==> config.mk <==
export PLATFORM = sky130hd
export DESIGN_NAME = mts_ctrl
export DESIGN_NICKNAME = d
export VERILOG_FILES = /design/src/rtl/core/mts_pkg.sv /design/src/rtl/core/mts_ctrl.sv
export SDC_FILE = /design/constraint.sdc
export NUM_CORES = 1
export LEC_CHECK = 0
export ABC_CLOCK_PERIOD_IN_PS = 1000
export BUFFER_PORTS_ARGS = -buffer_cell sky130_fd_sc_hd__buf_2
export CORE_AREA = 4 4 41 43
export DETAILED_ROUTE_END_ITERATION = 8
export DIE_AREA = 0 0 45 47
export HOLD_SLACK_MARGIN = 0.15
export PLACE_DENSITY = 0.3
export SETUP_SLACK_MARGIN = 0.4
export SYNTH_ARGS = -nofsm -noshare
export SYNTH_HDL_FRONTEND = slang
export SYNTH_SLANG_ARGS = --single-unit
==> constraint.sdc <==
create_clock -name clk -period 1 [get_ports clk]
set_input_delay 0 -clock clk [delete_from_list [all_inputs] [get_ports clk]]
set_output_delay 0 -clock clk [all_outputs]
set_load 0.1 [all_outputs]
==> src/rtl/core/mts_pkg.sv <==
`default_nettype none
package mts_pkg;

	localparam int DATA_W  = 32;
	localparam int COUNT_W = 11;

	localparam logic [1:0] ACT_PUSH = 2'd0;
	localparam logic [1:0] ACT_POP  = 2'd1;
	localparam logic [1:0] ACT_READ = 2'd2;

	localparam logic [1:0] ST_OK         = 2'd0;
	localparam logic [1:0] ST_POP_EMPTY  = 2'd1;
	localparam logic [1:0] ST_PUSH_FULL  = 2'd2;

	// controller to datapath
	typedef struct packed {
		logic latch;   // capture the incoming item
		logic exec;    // apply the operation
		logic load;    // reload tops from the stores after a pop
	} mts_cmd_t;

	// datapath to controller
	typedef struct packed {
		logic need_fetch;  // pop taken, new tops come from the stores
	} mts_stat_t;

endpackage
`default_nettype wire

==> src/rtl/core/mts_ctrl.sv <==
`default_nettype none
module mts_ctrl (
	input  wire logic                clk,
	input  wire logic                arst_n,
	input  wire logic                start,
	input  wire mts_pkg::mts_stat_t  stat,
	output logic                     busy,
	output mts_pkg::mts_cmd_t        cmd
);

	typedef enum logic [1:0] {
		IDLE,
		EXEC,
		LOAD
	} state_t;

	state_t state_q;
	logic   busy_q;

	always_ff @(posedge clk or negedge arst_n) begin
		if (!arst_n) begin
			state_q <= IDLE;
			busy_q  <= 1'b0;
		end else begin
			unique case (state_q)
				IDLE: begin
					if (start) begin
						state_q <= EXEC;
						busy_q  <= 1'b1;
					end
				end
				EXEC: begin
					if (stat.need_fetch) begin
						state_q <= LOAD;
						busy_q  <= 1'b1;
					end else begin
						state_q <= IDLE;
						busy_q  <= 1'b0;
					end
				end
				LOAD: begin
					state_q <= IDLE;
					busy_q  <= 1'b0;
				end
				default: begin
					state_q <= IDLE;
					busy_q  <= 1'b0;
				end
			endcase
		end
	end

	assign busy      = busy_q;
	assign cmd.latch = (state_q == IDLE) && start;
	assign cmd.exec  = (state_q == EXEC);
	assign cmd.load  = (state_q == LOAD);

endmodule
`default_nettype wire

==> impl_metrics.py <==
metrics = {
    "run_status": {
        "status": "finished with violations",
        "violations": "negative hold slack, negative setup slack",
    },
    "logic_synthesis": {
        "netlist_area_um2": 134,
        "syn-num-nets": 15,
        "ys_ff_latch": 3,
        "ys_top_cells_by_area": "dfrtp_1 56%, nor3b_1 11%, nor2b_4 10%",
        "synth.top_cell.area_share_pct": 56.1,
        "syn_area_per_cell_um2": 12.2,
        "synthCells": 11,
        "synth_area_leader_cell": "dfrtp_1",
        "yosysUniqueCellTypes": 7,
        "seq_area_frac_synth_pct": 56.1,
        "yosys_warnings": 0,
    },
    "finish": {
        "drive_gt1_share_pct": 69.6,
        "utilization_pct": 23.4,
        "fin_area_um2": 304,
        "nNetsFinal": 28,
        "fin_cells": 38,
        "antenna_cells": 0,
        "area_growth_pct": 127,
    },
    "power_and_ir_drop": {
        "power.leakage_nw": 0.126,
        "ir_drop_v": 0.000717,
        "total_power_mw": 0.607,
        "pwr-share-clk_pct": 34.8,
        "pwr-share-comb_pct": 39.0,
        "p_switching_mw": 0.226,
        "p_int_mw": 0.381,
        "power.density_nw_per_um2": 2000,
        "sw_frac_of_total_pct": 37.3,
        "pwr-share-seq_pct": 26.2,
    },
    "critical_path": {
        "path_class": "register to primary output",
        "worstSetupPathDepth": 2,
        "path_cells": "and2b_4 -> buf_12",
        "cp-end-kind": "primary output",
        "startpoint_type": "register",
        "crit_fanout": 6,
        "reg2reg_slack_ps": 170,
        "r2r_cells": 2,
        "crit_buf_inv": 1,
        "crit_slowest_cell": "dfrtp_2",
        "crit_required_ps": 1000,
        "path_delay_family": "flip-flops",
        "crit_arrival_ps": 1110,
        "slowest_delay_ps": 440,
    },
    "grt": {
        "grtUsageTotal_pct": 3.87,
        "grt_overflow": 0,
        "grt_pass1_vias": 130,
        "antenna_found_initial": 0,
        "grt_first_pass_wirelength_um": 517,
        "grt_start_max_net_pins": 7,
    },
    "detailed_routing": {
        "drt-vias-per-instance": 3.32,
        "wl_per_cell_um": 7.71,
        "drc": 0,
        "drt_pass1_iterations": 1,
        "vias": 126,
        "drtIter0Drc": 0,
        "ant_nets": 0,
        "wl_um": 293,
    },
    "clock_tree": {
        "root_buffer": "clkbuf_4",
        "cts_tree": "done",
        "cts.clk_slew.worst_paths_ps": 40,
        "cts_buffer_depth": 2,
        "htree_levels": 1,
        "clock-sinks": 3,
        "clk_latency_ps": 230,
        "numCtsBuffers": 3,
        "ctsHoldBuffers": 1,
    },
    "sta": {
        "holdWs_ps": -0.851,
        "setup_viol": 3,
        "fin_skew_ps": 0.793,
        "period_share_pct": 111,
        "fin_tns_setup_ps": -227,
        "grt_setup_unrepaired": "yes",
        "hold_viol_final": 1,
        "fin_ws_ps": -105,
        "fmax_mhz": 905,
        "tightest_slew_ps": 181,
        "fin_crit_ps": 1110,
        "slew_headroom_pct": 87.9,
        "maxSlewViolCount": 0,
    },
    "floorplanning": {
        "start_util_pct": 10.3,
        "die_area_um2": 2120,
        "die_h_um": 47,
        "rows": 13,
        "core_area_um2": 1300,
        "die_w_um": 45,
        "ios": 8,
    },
    "place": {
        "placed_area_um2": 267,
        "numPortBuffers": 7,
        "dp.cells": 33,
        "finalWeightedCongestion": 0.608,
    },
    "hold_path": {
        "whs_path_depth": 2,
        "hold_class": "input port to register",
    },
    "flow_run": {
        "cap_violations": 0,
    },
}
-- registers in the layout, summed over array words and instances, names as in the netlist --
| signal | flops |
|---|---|
| state_q | 2 |
| busy | 1 |
-- logic make-up after synthesis --
logic type    count (synthesis)  synth area share (%)
flops                         3                  56.1
simple gates                  8                  43.9
-- power groups by stage --
| stage | Clock, mW | Sequential, mW | Combinational [mW] |
|---|---|---|---|
| after floorplan | 0 | 0.201 | 0.105 |
| after global placement | 0 | 0.161 | 0.236 |
| after detailed placement | 0 | 0.160 | 0.236 |
| after CTS | 0.223 | 0.159 | 0.240 |
| after global routing | 0.246 | 0.161 | 0.243 |
| final | 0.211 | 0.159 | 0.237 |
-- synthesized netlist by cell type, drive strengths merged --
| library cell | count |
|---|---|
| dfrtp | 3 |
| and2b | 1 |
| nor3 | 2 |
| nor3b | 2 |
| and2 | 1 |
| nor2b | 2 |
-- stage by stage --
step           hold WS, ps  worst slack, ps
3_5_place_dp          -203              116
4_1_cts              -6.60             -121
2_1_floorplan         -296             -286
5_1_grt              0.812             -155
3_3_place_gp          -204              111
6_report            -0.851             -105
-- area by class of cell --
type                            instances  area, um2
Tap cell                               15       18.8
Fill cell                             143        997
Multi-Input combinational cell          8       72.6
Timing Repair Buffer                    8        105
Sequential cell                         3       81.3
Clock buffer                            4       26.3
-- metal layers --
metal  global-route usage (%)  vias to the layer above  wire length, um
met1                     4.10                       57              142
met5                        0                        -                0
li1                         -                       63                -
met2                     4.24                        6              113
met3                     3.83                        0               36
met4                     3.51                        0                0
-- placed cells by master, fill, tap and decap left out, drive strengths merged --
cell / Yosys / routed
buf: 0 / 7
dfrtp: 3 / 3
and2: 1 / 1
nor2b: 2 / 2
clkbuf: 0 / 4
nor3: 2 / 2
and2b: 1 / 1
nor3b: 2 / 2
dlygate4sd3: 0 / 1
-- path summary, 6_finish.rpt --
path,start,endpoint
hold / removal,stat,state_q[1]$_DFFE_PN0P_
max in group asynchronous,arst_n,busy$_DFFE_PN0P_
setup reg to reg,state_q[0]$_DFFE_PN0P_,state_q[1]$_DFFE_PN0P_
min in group asynchronous,arst_n,busy$_DFFE_PN0P_
setup / recovery,state_q[0]$_DFFE_PN0P_,cmd[0]
hold reg to reg,state_q[0]$_DFFE_PN0P_,state_q[0]$_DFFE_PN0P_
-- repair_timing --
action,CTS,global route
gates resized for setup,1,0
hold endpoints to repair,6,6
setup endpoints to repair,7,7
setup buffers,0,0
pin swaps,1,0
gates cloned,0,0
Power figures use the tool's default switching activity.
